<file path="src/hdl/phpl_pkg.sv">
// ----------------------------------------------------------------------------
// phpl_pkg
// Shared types and constants for the probed hash property lookup block:
// store sizes, item codes, slot encoding and memory write port bundles.
// ----------------------------------------------------------------------------
package phpl_pkg;

   // Store sizes and the address widths that follow from them.
   localparam int ENTRIES    = 64;
   localparam int HASH_SLOTS = 128;
   localparam int KEY_BITS   = 32;
   localparam int ENTRY_AW   = $clog2(ENTRIES);
   localparam int SLOT_AW    = $clog2(HASH_SLOTS);

   // Item operation codes.
   typedef enum logic [1:0] {
      OP_WRITE_ENTRY = 2'd0,
      OP_WRITE_SLOT  = 2'd1,
      OP_LOOKUP      = 2'd2
   } opcode_type;

   // Slot content codes.
   typedef enum logic [1:0] {
      SLOT_ENTRY   = 2'd0,
      SLOT_DELETED = 2'd1,
      SLOT_UNUSED  = 2'd2
   } slot_kind_type;

   // Configuration register indexes.
   typedef enum logic [1:0] {
      CSR_USE_HASH       = 2'd0,
      CSR_HASH_SIZE_LOG2 = 2'd1,
      CSR_ENTRIES_USED   = 2'd2
   } csr_index_type;

   // One entry of the entry store.
   typedef struct packed {
      logic [KEY_BITS-1:0] key;
      logic [7:0]          attrs;
   } entry_type;

   // One hash slot.
   typedef struct packed {
      slot_kind_type       kind;
      logic [ENTRY_AW-1:0] entry;
   } slot_type;

   // Write port bundles.
   typedef struct packed {
      logic                en;
      logic [ENTRY_AW-1:0] addr;
      entry_type           data;
   } entry_wr_type;

   typedef struct packed {
      logic               en;
      logic [SLOT_AW-1:0] addr;
      slot_type           data;
   } slot_wr_type;

endpackage

</file>
<file path="src/hdl/phpl_entry_ram.sv">
// ----------------------------------------------------------------------------
// phpl_entry_ram
// Entry store: key and attribute byte per entry, one write port and one
// read port with registered read data. Contents are undefined until written.
// ----------------------------------------------------------------------------
module phpl_entry_ram (
   input  logic                           clock,
   input  phpl_pkg::entry_wr_type         wr,
   input  logic                           rd_en,
   input  logic [phpl_pkg::ENTRY_AW-1:0]  rd_addr,
   output phpl_pkg::entry_type            rd_data
);
   import phpl_pkg::*;

   entry_type mem_ff [ENTRIES];
   entry_type rd_data_ff;

   // Write port.
   always_ff @(posedge clock) begin
      if (wr.en) begin
         mem_ff[wr.addr] <= wr.data;
      end
   end

   // Read port with registered read data.
   always_ff @(posedge clock) begin
      if (rd_en) begin
         rd_data_ff <= mem_ff[rd_addr];
      end
   end

   assign rd_data = rd_data_ff;

endmodule

</file>
<file path="config.mk">
export PLATFORM = sky130hd
export DESIGN_NAME = phpl_entry_ram
export DESIGN_NICKNAME = d
export VERILOG_FILES = /design/src/hdl/phpl_pkg.sv /design/src/hdl/phpl_entry_ram.sv
export SDC_FILE = /design/constraint.sdc
export NUM_CORES = 2
export LEC_CHECK = 0
export BUFFER_PORTS_ARGS = -buffer_cell sky130_fd_sc_hd__buf_2
export CAP_MARGIN = 20
export CELL_PAD_IN_SITES_DETAIL_PLACEMENT = 0
export CELL_PAD_IN_SITES_GLOBAL_PLACEMENT = 1
export CORE_MARGIN = 3
export CORE_UTILIZATION = 61
export CTS_CLUSTER_DIAMETER = 40
export DETAILED_ROUTE_END_ITERATION = 10
export GPL_TIMING_DRIVEN = 0
export PLACE_DENSITY = 0.89
export SLEW_MARGIN = 30
export SYNTH_ARGS = -nofsm -noshare
export SYNTH_HDL_FRONTEND = slang
export SYNTH_SLANG_ARGS = --single-unit
</file>
<file path="constraint.sdc">
create_clock -name clock -period 11.9 [get_ports clock]
set_input_delay 2.38 -clock clock [delete_from_list [all_inputs] [get_ports clock]]
set_output_delay 2.38 -clock clock [all_outputs]
set_load 0.01 [all_outputs]
</file>
== After elaboration in Yosys (flattened, before gate mapping) ==
Memories as Yosys holds them, arrays and structs flattened. A register that Yosys moved wholly into a read port is not among the register bits.
Cells that the tools add are included.
Widths: inputs -> output; s select.
Cells by class
  order comparisons: 0
  muxes and demuxes: 2
  multiply operators: 0
  shift operators: 0
  reduce and logical (&&, ||, !) cells: 0
  add/subtract/negate cells: 0
  eq/ne operators: 0
  bitwise gates (word level): 0
  div/mod/pow operators: 0
Operators by type and width (number)
  $mux 1: 2
Storage, ports and cells
  bits in registers: 0
  ROM bits: 0
  bits in latches: 0
  output and inout port bits: 40
  memory bits (writable): 2560
  input port bits: 55
  memories kept: 1
  word-level logic and storage cells: 3
Memories
  mem_ff: depth 64, width 40, read ports 1, clocked after Yosys merged registers in 1, write ports 1, RTL line phpl_entry_ram.sv:15  | entry_type mem_ff [ENTRIES];

== Logic depth before layout (Yosys ltp) ==
  depth after elaboration: 2
  mapped depth: 9
  depth with buffers taken out: 5

== Least setup slack after synthesis ==
OpenSTA, ideal clock, no wires.
  path kind: input port to flip-flop
  start: in wr[43] in the netlist's numbering
  end: mem mem_ff[48][0] in the netlist's numbering, enable pin
  arrival: 5616 ps
  path slack: 5798 ps
  cell stages on the path: 4
  data required time: 11413 ps
  cell sequence: clkbuf_1 > nor2b_1 > nand4b_1 > nor3_1
RTL lines
  start, declared: RTL line phpl_entry_ram.sv:8  | input phpl_pkg::entry_wr_type wr,
  end, declared: RTL line phpl_entry_ram.sv:15
Straight into the memory's write port.

==> flow_summary.toml <==
[yosys]
synth-edff-count = 2600
yosysSeqAreaShare_pct = 79.5
synth.avg_cell_area_um2 = 23.4
synthTopCellsByCount = "2600 x edfxtp_1, 608 x mux4_2, 143 x o22ai_1, 113 x mux2i_1, 97 x nor2_1"
synth_ff_type = "edfxtp_1"
yosysWarnings = 0
synth_area_leaders = "edfxtp_1 79%, mux4_2 14%, mux2i_1 1.2%"
synth_most_common_cell = "edfxtp_1"
netlist_area_mm2 = 0.0982
netlist-cell-type-count = 35
synth_nets = 4250
yosysTopAreaCellShare_pct = 79.5
synth_area_leader_cell = "edfxtp_1"
syn_inst = 4195
ys_ff_latch = 2600
async_flop_share_pct = 0

[routing]
avgViaCountPerCell = 7.77
vias = 55200
detail_route.iter0.violations = 11200
route.detailed.drc = 0
wirelength_um = 328000
dr.pass1.iters = 7
antenna_left = 0
avgRoutedWirePerCell_um = 46.1

[cells_and_area]
final_nets = 4800
area_growth_pct = 17.4
regArea_mm2 = 0.0781
drive_above_1_share_pct = 31.2
multi_input_area_mm2 = 0.0197
fill_cells = 7862

[sta]
setup_tns_ns = 0
rsz0062_at_grt = "no"
period_minus_slack_ns = 5.86
slew_viol_final = 0
post-route-period-util_pct = 49.2
skew_ns = 0.0857
fmax_mhz = 171
setup_viol = 0
setup_ws_ns = 6.04
tightest_slew_ns = 1.16
final-hold-violation-count = 0
maxSlewHeadroom_pct = 21.8

[setup_path]
critPathCaptureType = "flop"
max_stage_delay_ns = 0.99
reg2reg_slack_ns = 9.20
critPathRequiredTime_ns = 12.64
path_max_fanout = 10
rr_startpoint = "mem_ff[8][27]"
r2r_cells = 4
crit_chain = "buf_2 > clkbuf_1 > nand2_1 > clkbuf_1 > o22ai_1 > nor4_2 > o22a_1"
regToRegEndpoint = "rd_data[27]"
worstPathArrival_ns = 6.60
path_common_cell = "clkbuf_1"
critPathSlowestCell = "nor4_2"
cp-start-kind = "input port"
crit_type = "in2reg"
crit_end = "rd_data[14]"
crit_start = "rd_addr[4]"
critPathTopFamily = "simple AND/OR/NAND/NOR gates"
worstPathBufferInverterCount = 3
cp_num_cells = 7

[clock_network]
ctsLongestPathBuffers = 4
cts_tree = "built"
clock_latency_ns = 0.95
cts-root-buf = "clkbuf_16"
clk_pin_slew_ns = 0.06
hold_buffers = 0
cts_max_level = 5
cts_sinks = 2600
cts_resized = 0
cts_setup_buffers = 0
numCtsBuffers = 290

[floorplanning]
die_height_um = 407
initial_core_util_pct = 61.7
io_pins = 95
core_mm2 = 0.159
rows = 146
die_area_mm2 = 0.166
die_w_um = 407

[grt]
antenna_found_initial = 27
grt_max_degree = 65
grt_use_total_pct = 39.8
grt_pass1_vias = 55300
gr-total-overflow = 0
grt_pass1_wl_um = 450000

[power_and_ir_drop]
p_per_area_mw_per_mm2 = 173
p_leak_nw = 36.4
ir_drop_uv = 158
finalPower_mw = 20.0

[flow_run]
maxCapViolations = 0

[placement]
gp_congestion = 0.866
portBuffers = 86
place_ws_ns = 5.65
dp_hpwl_um = 187000

[worst_hold_path]
hp-class = "reg2reg"

[outcome]
status = "finished clean"
[through the flow]
step	cell area, um^2	hold slack (ns)	std cells	utilization [%]
6_report	115000	0.974	7109	72.5
5_1_grt	115000	1.01	7096	72.5
4_1_cts	115000	0.975	7093	72.3
3_5_place_dp	106000	0.933	6597	66.7
3_3_place_gp	101000	0.925	6427	63.7
2_1_floorplan	98200	0.838	4195	-
[tightest hold or removal path, delay by kind of cell (launching register included)]
kind | cells | cell delay, ns
compound gates | 1 | 0.06
flops | 1 | 0.32
mux | 1 | 0.23
simple gates | 2 | 0.24
[routing by layer]
metal / global-route usage [%] / up-vias / wire length (um)
met1: 47.4 / 27600 / 94000
met2: 59.9 / 6656 / 150000
met3: 16.5 / 1686 / 54500
met5: 1.09 / - / 437
li1: - / 19300 / -
met4: 26.3 / 22 / 29100
[power breakdown]
part	switching (mW)	internal (mW)
clock network	3.75	4.94
registers	0.0314	10.2
logic	0.768	0.349
[how the worst min path moves through the flow]
stage	start	end	slack (ns)	cells past startpoint
after global routing	mem_ff[49][8]	rd_data[8]	1.01	4
after detailed placement	mem_ff[50][8]	rd_data[8]	0.93	4
after floorplan	mem_ff[0][12]	rd_data[12]	0.84	4
after global placement	mem_ff[48][20]	rd_data[20]	0.92	4
final	mem_ff[49][8]	rd_data[8]	0.97	4
after CTS	mem_ff[49][8]	rd_data[8]	0.97	4
[cells by family (layout without fill, tap and decap cells)]
family	count (synthesis)	in the layout	synth area share [%]
other	0	14	0
AND/OR/NAND/NOR	215	215	1.07
AO/OA/AOI/OAI	383	383	2.67
flip-flops	2600	2600	79.5
buffers and inverters	238	992	1.26
multiplexers	759	759	15.5
[cell type report]
cell class	instances	share of cell area, %
Sequential cell	2600	67.7
Multi-Input combinational cell	1357	17.0
Clock buffer	351	6.62
Timing Repair Buffer	258	4.07
Tap cell	2146	2.33
Clock inverter	145	1.11
Buffer	238	1.09
Antenna cell	14	0.0304
[layout by cell type, fill, tap and decap left out, types with 62 or more instances in the layout]
| cell | count |
|---|---|
| edfxtp_1 | 2600 |
| mux4_2 | 608 |
| clkbuf_16 | 297 |
| o22ai_1 | 143 |
| buf_16 | 136 |
| buf_2 | 133 |
| clkbuf_1 | 126 |
| mux2i_1 | 113 |
| buf_4 | 104 |
| a21oi_1 | 68 |
| nor2_4 | 62 |
[flip-flops by register name (all words and copies together), names as in the netlist]
signal	flops
rd_data	40
mem_ff	2560
Note: power is estimated with default switching activity, not from simulation.
