## src/hdl/phpl_pkg.sv

```systemverilog
// ----------------------------------------------------------------------------
// phpl_pkg
// Shared types and constants for the probed hash property lookup block:
// store sizes, item codes, slot encoding and memory write port bundles.
// ----------------------------------------------------------------------------
package phpl_pkg;

   // Store sizes and the address widths that follow from them.
   localparam int ENTRIES    = 64;
   localparam int HASH_SLOTS = 128;
   localparam int KEY_BITS   = 32;
   localparam int ENTRY_AW   = $clog2(ENTRIES);
   localparam int SLOT_AW    = $clog2(HASH_SLOTS);

   // Item operation codes.
   typedef enum logic [1:0] {
      OP_WRITE_ENTRY = 2'd0,
      OP_WRITE_SLOT  = 2'd1,
      OP_LOOKUP      = 2'd2
   } opcode_type;

   // Slot content codes.
   typedef enum logic [1:0] {
      SLOT_ENTRY   = 2'd0,
      SLOT_DELETED = 2'd1,
      SLOT_UNUSED  = 2'd2
   } slot_kind_type;

   // Configuration register indexes.
   typedef enum logic [1:0] {
      CSR_USE_HASH       = 2'd0,
      CSR_HASH_SIZE_LOG2 = 2'd1,
      CSR_ENTRIES_USED   = 2'd2
   } csr_index_type;

   // One entry of the entry store.
   typedef struct packed {
      logic [KEY_BITS-1:0] key;
      logic [7:0]          attrs;
   } entry_type;

   // One hash slot.
   typedef struct packed {
      slot_kind_type       kind;
      logic [ENTRY_AW-1:0] entry;
   } slot_type;

   // Write port bundles.
   typedef struct packed {
      logic                en;
      logic [ENTRY_AW-1:0] addr;
      entry_type           data;
   } entry_wr_type;

   typedef struct packed {
      logic               en;
      logic [SLOT_AW-1:0] addr;
      slot_type           data;
   } slot_wr_type;

endpackage

```

## src/hdl/phpl_slot_ram.sv

```systemverilog
// ----------------------------------------------------------------------------
// phpl_slot_ram
// Hash slot store with one write port and one registered read port. A valid
// bit per slot, cleared by reset, makes every slot read as unused until it
// has been written.
// ----------------------------------------------------------------------------
module phpl_slot_ram (
   input  logic                          clock,
   input  logic                          reset,
   input  phpl_pkg::slot_wr_type         wr,
   input  logic                          rd_en,
   input  logic [phpl_pkg::SLOT_AW-1:0]  rd_addr,
   output phpl_pkg::slot_type            rd_data
);
   import phpl_pkg::*;

   slot_type               mem_ff [HASH_SLOTS];
   logic [HASH_SLOTS-1:0]  valid_ff;
   slot_type               rd_data_ff;
   logic                   rd_valid_ff;

   // Write port.
   always_ff @(posedge clock) begin
      if (wr.en) begin
         mem_ff[wr.addr] <= wr.data;
      end
   end

   // Valid bits: cleared at once by reset, set by the first write.
   always_ff @(posedge clock) begin
      if (reset) begin
         valid_ff <= '0;
      end else if (wr.en) begin
         valid_ff[wr.addr] <= 1'b1;
      end
   end

   // Read port with registered read data.
   always_ff @(posedge clock) begin
      if (rd_en) begin
         rd_data_ff <= mem_ff[rd_addr];
      end
   end

   always_ff @(posedge clock) begin
      if (reset) begin
         rd_valid_ff <= 1'b0;
      end else if (rd_en) begin
         rd_valid_ff <= valid_ff[rd_addr];
      end
   end

   // A slot never written reads as unused.
   always_comb begin
      if (rd_valid_ff) begin
         rd_data = rd_data_ff;
      end else begin
         rd_data.kind  = SLOT_UNUSED;
         rd_data.entry = '0;
      end
   end

endmodule

```

## config.mk

```make
export PLATFORM = sky130hd
export DESIGN_NAME = phpl_slot_ram
export DESIGN_NICKNAME = d
export VERILOG_FILES = /design/src/hdl/phpl_pkg.sv /design/src/hdl/phpl_slot_ram.sv
export SDC_FILE = /design/constraint.sdc
export NUM_CORES = 1
export LEC_CHECK = 0
export ABC_AREA = 0
export BUFFER_PORTS_ARGS = -buffer_cell sky130_fd_sc_hd__buf_2
export CAP_MARGIN = 10
export CORE_AREA = 2 2 329 331
export CTS_CLUSTER_DIAMETER = 150
export DETAILED_ROUTE_END_ITERATION = 6
export DIE_AREA = 0 0 331 333
export GPL_TIMING_DRIVEN = 0
export PLACE_DENSITY = 0.53
export SYNTH_ARGS = -nofsm -noshare
export SYNTH_HDL_FRONTEND = slang
export SYNTH_SLANG_ARGS = --single-unit
```

## constraint.sdc

```tcl
create_clock -name clock -period 7.5 [get_ports clock]
set_input_delay 0.75 -clock clock [delete_from_list [all_inputs] [get_ports clock]]
set_output_delay 0.75 -clock clock [all_outputs]
set_load 0.01 [all_outputs]
```

# After elaboration in Yosys (flattened, before gate mapping)
# Memory sizes are Yosys's and may differ from the RTL's. A register that Yosys moved wholly into a read port is not among the register bits.
# Cells that the tools add are included.
# op_classes
addsub	0
multipliers	0
div_mod_pow	0
order_cmp	3
eq_ne	0
n_shift	0
mux	7
bitwise	1
n_reduce_logical	1
# ops
operator	n
$or 128x128->128	1
$lt 7x8->1 const B	2
$mux 8	1
$bmux 1 s7	1
$demux 1 s7	1
$ge 7x1->1 const B	1
$mux 1	4
$logic_and 1x1->1	1
# word_totals
ff_bits	129
latch_bits	0
mem_bits_rw	1024
romBits	0
output_inout_bits	8
wordCells	15
mem_count	1
# mem_list
name	depth	width	read_ports	rd_ports_with_merged_regs	wr	line	source
mem_ff	128	8	1	1	1	phpl_slot_ram.sv:17	slot_type mem_ff [HASH_SLOTS];

# Depth between registers and ports, before layout
# logic_depth
word_depth	5
depth_mapped	10
depth_no_buf	6

# Worst setup path before layout
# OpenSTA, ideal clock, no wires.
# synth_path
path_kind	in2reg
from	in rd_addr[0] (netlist bit)
to	reg rd_data_ff[0] (netlist name)
setup_time_ps	260
t_arrival_ps	3136
t_required_ps	7240
setup_slack_ps	4104
path_stages	6
path_buffers	2
path_cell_list	buf_2 > buf_1 > mux4_2 > mux4_2 > mux4_2 > mux2_2
# synth_lines
element	line	source
from (decl)	phpl_slot_ram.sv:12	input logic [phpl_pkg::SLOT_AW-1:0] rd_addr,

==> results.toml <==
[global_route]
grt_pass1_wl_mm = 170
antenna_found_initial = 11
grt_max_degree = 89
overflow = 0
grt_pass1_vias = 22200
globalRouteTotalUtil_pct = 22.2

[critical_path]
r2r_slack_ns = 4.81
end_kind = "register"
r2r-end = "rd_data_ff[3]"
cp-endpoint = "rd_data_ff[3]"
slowest_stage = "buf_1"
r2r-start = "mem_ff[11][3]"
crit_type = "in -> reg"
critPathMaxStageDelay_ns = 1.03
worst-r2r-cell-count = 4
cp.buffers_inverters = 3
start_kind = "input port"
crit_cells = 7
critPathTopFamily = "buffers and inverters"
crit_chain = "clkbuf_1 -> clkbuf_1 -> buf_1 -> mux4_2 -> mux4_2 -> mux4_2 -> mux2_2"
startpoint = "rd_addr[1]"
critPathArrivalTime_ns = 5.02
cpMostUsedCell = "mux4_2"
critPathMaxFanout = 10
crit_required_ns = 7.93

[sta]
slew_violations = 0
setup_viol = 0
holdWs_ns = 0.428
slew_headroom_pct = 9.84
min_period_ns = 4.59
setup_tns_ns = 0
clock.fmax_ghz = 0.218
tightest_slew_ns = 1.35
rsz0062_at_grt = "false"
min_period_over_period_pct = 61.2
finClkSkew_ns = 0.0203
finalHoldViolations = 0

[routing]
vias = 21900
drt_iter0_drc = 2468
drc_errors = 3
postRouteAntennaNets = 0
post_drt_via_cell_ratio = 5.76
drtPass1Iterations = 7
wl_per_cell_um = 31.7
wl_mm = 121

[power]
ir_worst_vdd_mv = 0.179
leakage_uw = 0.0157
power.density_nw_per_um2 = 267

[final_layout]
drive_gt1_share_pct = 26.1
multi_input_area_um2 = 10400
stdcell_count = 3806
fin_area_um2 = 50400
final_core_util_pct = 47.3
syn_to_final_growth_pct = 13.3
fillerInstances = 8832
regArea_um2 = 33600
nNetsFinal = 2320

[clock_tree]
clockBufferDepth = 3
cts_setup_buffers = 0
cts_hold_buffers = 0
clk_pin_slew_ns = 0.06
cts_made_buffers = 118
cts-root-buf = "clkbuf_16"
ctsResizeCount = 0
cts_tree = "done"
cts_num_sinks = 1161
insertion_delay_ns = 0.70
cts_htree_levels = 3

[worst_hold_path]
min_path_type = "in -> reg"

[synthesis]
synth_edf_count = 1032
yosys-top-cells-area = "edfxtp_1 (70%), mux4_2 (19%), dfxtp_1 (5.8%)"
synth_commonest_cells = "edfxtp_1 (1032), nor2_1 (391), mux4_2 (366)"
syn_area_um2 = 44500
seq_area_frac_synth_pct = 75.4
yosysWarnings = 0
ys_seq_elements = 1161
synth_top_area_share_pct = 69.6
avgSynthCellArea_um2 = 20.8
yosys.area.top_type = "edfxtp_1"
synth_cell_types = 36
synth_most_common_cell = "edfxtp_1"
syn_inst = 2139
async_flop_share_pct = 0
syn_nets = 2165
synth_ff_type = "edfxtp_1"

[die]
num_io_pins = 34
start_util_pct = 41.7
die_h_um = 333
num_rows = 120
die_area_um2 = 110000
fp.dieW_um = 331
coreArea_um2 = 107000

[status]
status = "finished, violations left"
violations = "DRC"

[placement]
place_hpwl_mm = 83.4
portBuffers = 24
placed_area_um2 = 46600
placed_cells = 3574
routabilityCongestion = 0.873

[flow_run]
drv_cap = 0
[report_power, final]
group          total [uW]  internal, uW  switching, uW
sequential           7070          7060           8.91
combinational         714           261            453
clock                5710          3280           2420
total               13500         10600           2880
[cell type report]
class / instances / share of cell area (%)
inverter: 7 / 0.0521
buffer: 112 / 0.965
multi-input combinational: 859 / 20.7
tap: 1403 / 3.48
timing repair buffer: 35 / 0.804
antenna: 8 / 0.0397
sequential: 1161 / 66.6
clock buffer: 149 / 6.29
clock inverter: 72 / 1.16
[layer usage]
layer | share of wire, % | track usage, %
met3 | 7.3 | 4.25
met4 | 3.0 | 6.32
met2 | 48 | 35.4
met1 | 42 | 31.4
met5 | 0.033 | 0
[worst register-to-register path: stages, from the launching register on]
cell	delay [ns]
edfxtp_1	0.37
mux4_2	0.53
mux4_2	0.62
mux4_2	0.57
mux2_2	0.35
[cell families after synthesis]
family / synth area share [%]
flip-flops: 75.4
multiplexers: 18.9
AO/OA/AOI/OAI: 0.394
buffers and inverters: 1.15
AND/OR/NAND/NOR: 4.08
[stage by stage]
step / worst slack (ns) / power, uW
floorplan: 4.10 / 7570
global placement: 2.21 / 7910
detailed placement: 2.17 / 7930
CTS: 2.94 / 13600
global route: 2.94 / 13900
finish: 2.91 / 13500
[worst min path at each step]
stage / startpoint / endpoint / slack [ns] / depth (start not counted)
floorplan: valid_ff[93] / valid_ff[93] / 0.43 / 2
global placement: valid_ff[26] / valid_ff[26] / 0.44 / 2
detailed placement: valid_ff[126] / valid_ff[126] / 0.46 / 2
CTS: reset / valid_ff[11] / 0.38 / 2
global route: reset / valid_ff[9] / 0.47 / 2
finish: reset / valid_ff[11] / 0.43 / 2
[sequential cells by signal, indices dropped and copies added (netlist names)]
signal / cells
rd_valid_ff: 1
valid_ff: 128
mem_ff: 1024
rd_data_ff: 8
[cells in the final DEF (no fill, tap or decap), types with 12 or more instances in the layout]
cell type / Yosys / layout
buf_1: 15 / 14
buf_2: 25 / 42
buf_4: 9 / 17
clkbuf_1: 63 / 86
clkbuf_16: 0 / 120
clkinv_1: 2 / 31
clkinv_2: 0 / 25
dfxtp_1: 129 / 129
edfxtp_1: 1032 / 1032
mux2_2: 12 / 12
mux4_2: 366 / 366
nand2_1: 13 / 13
nand3_1: 15 / 15
nor2_1: 391 / 391
Note: power is estimated with default switching activity, not from simulation.
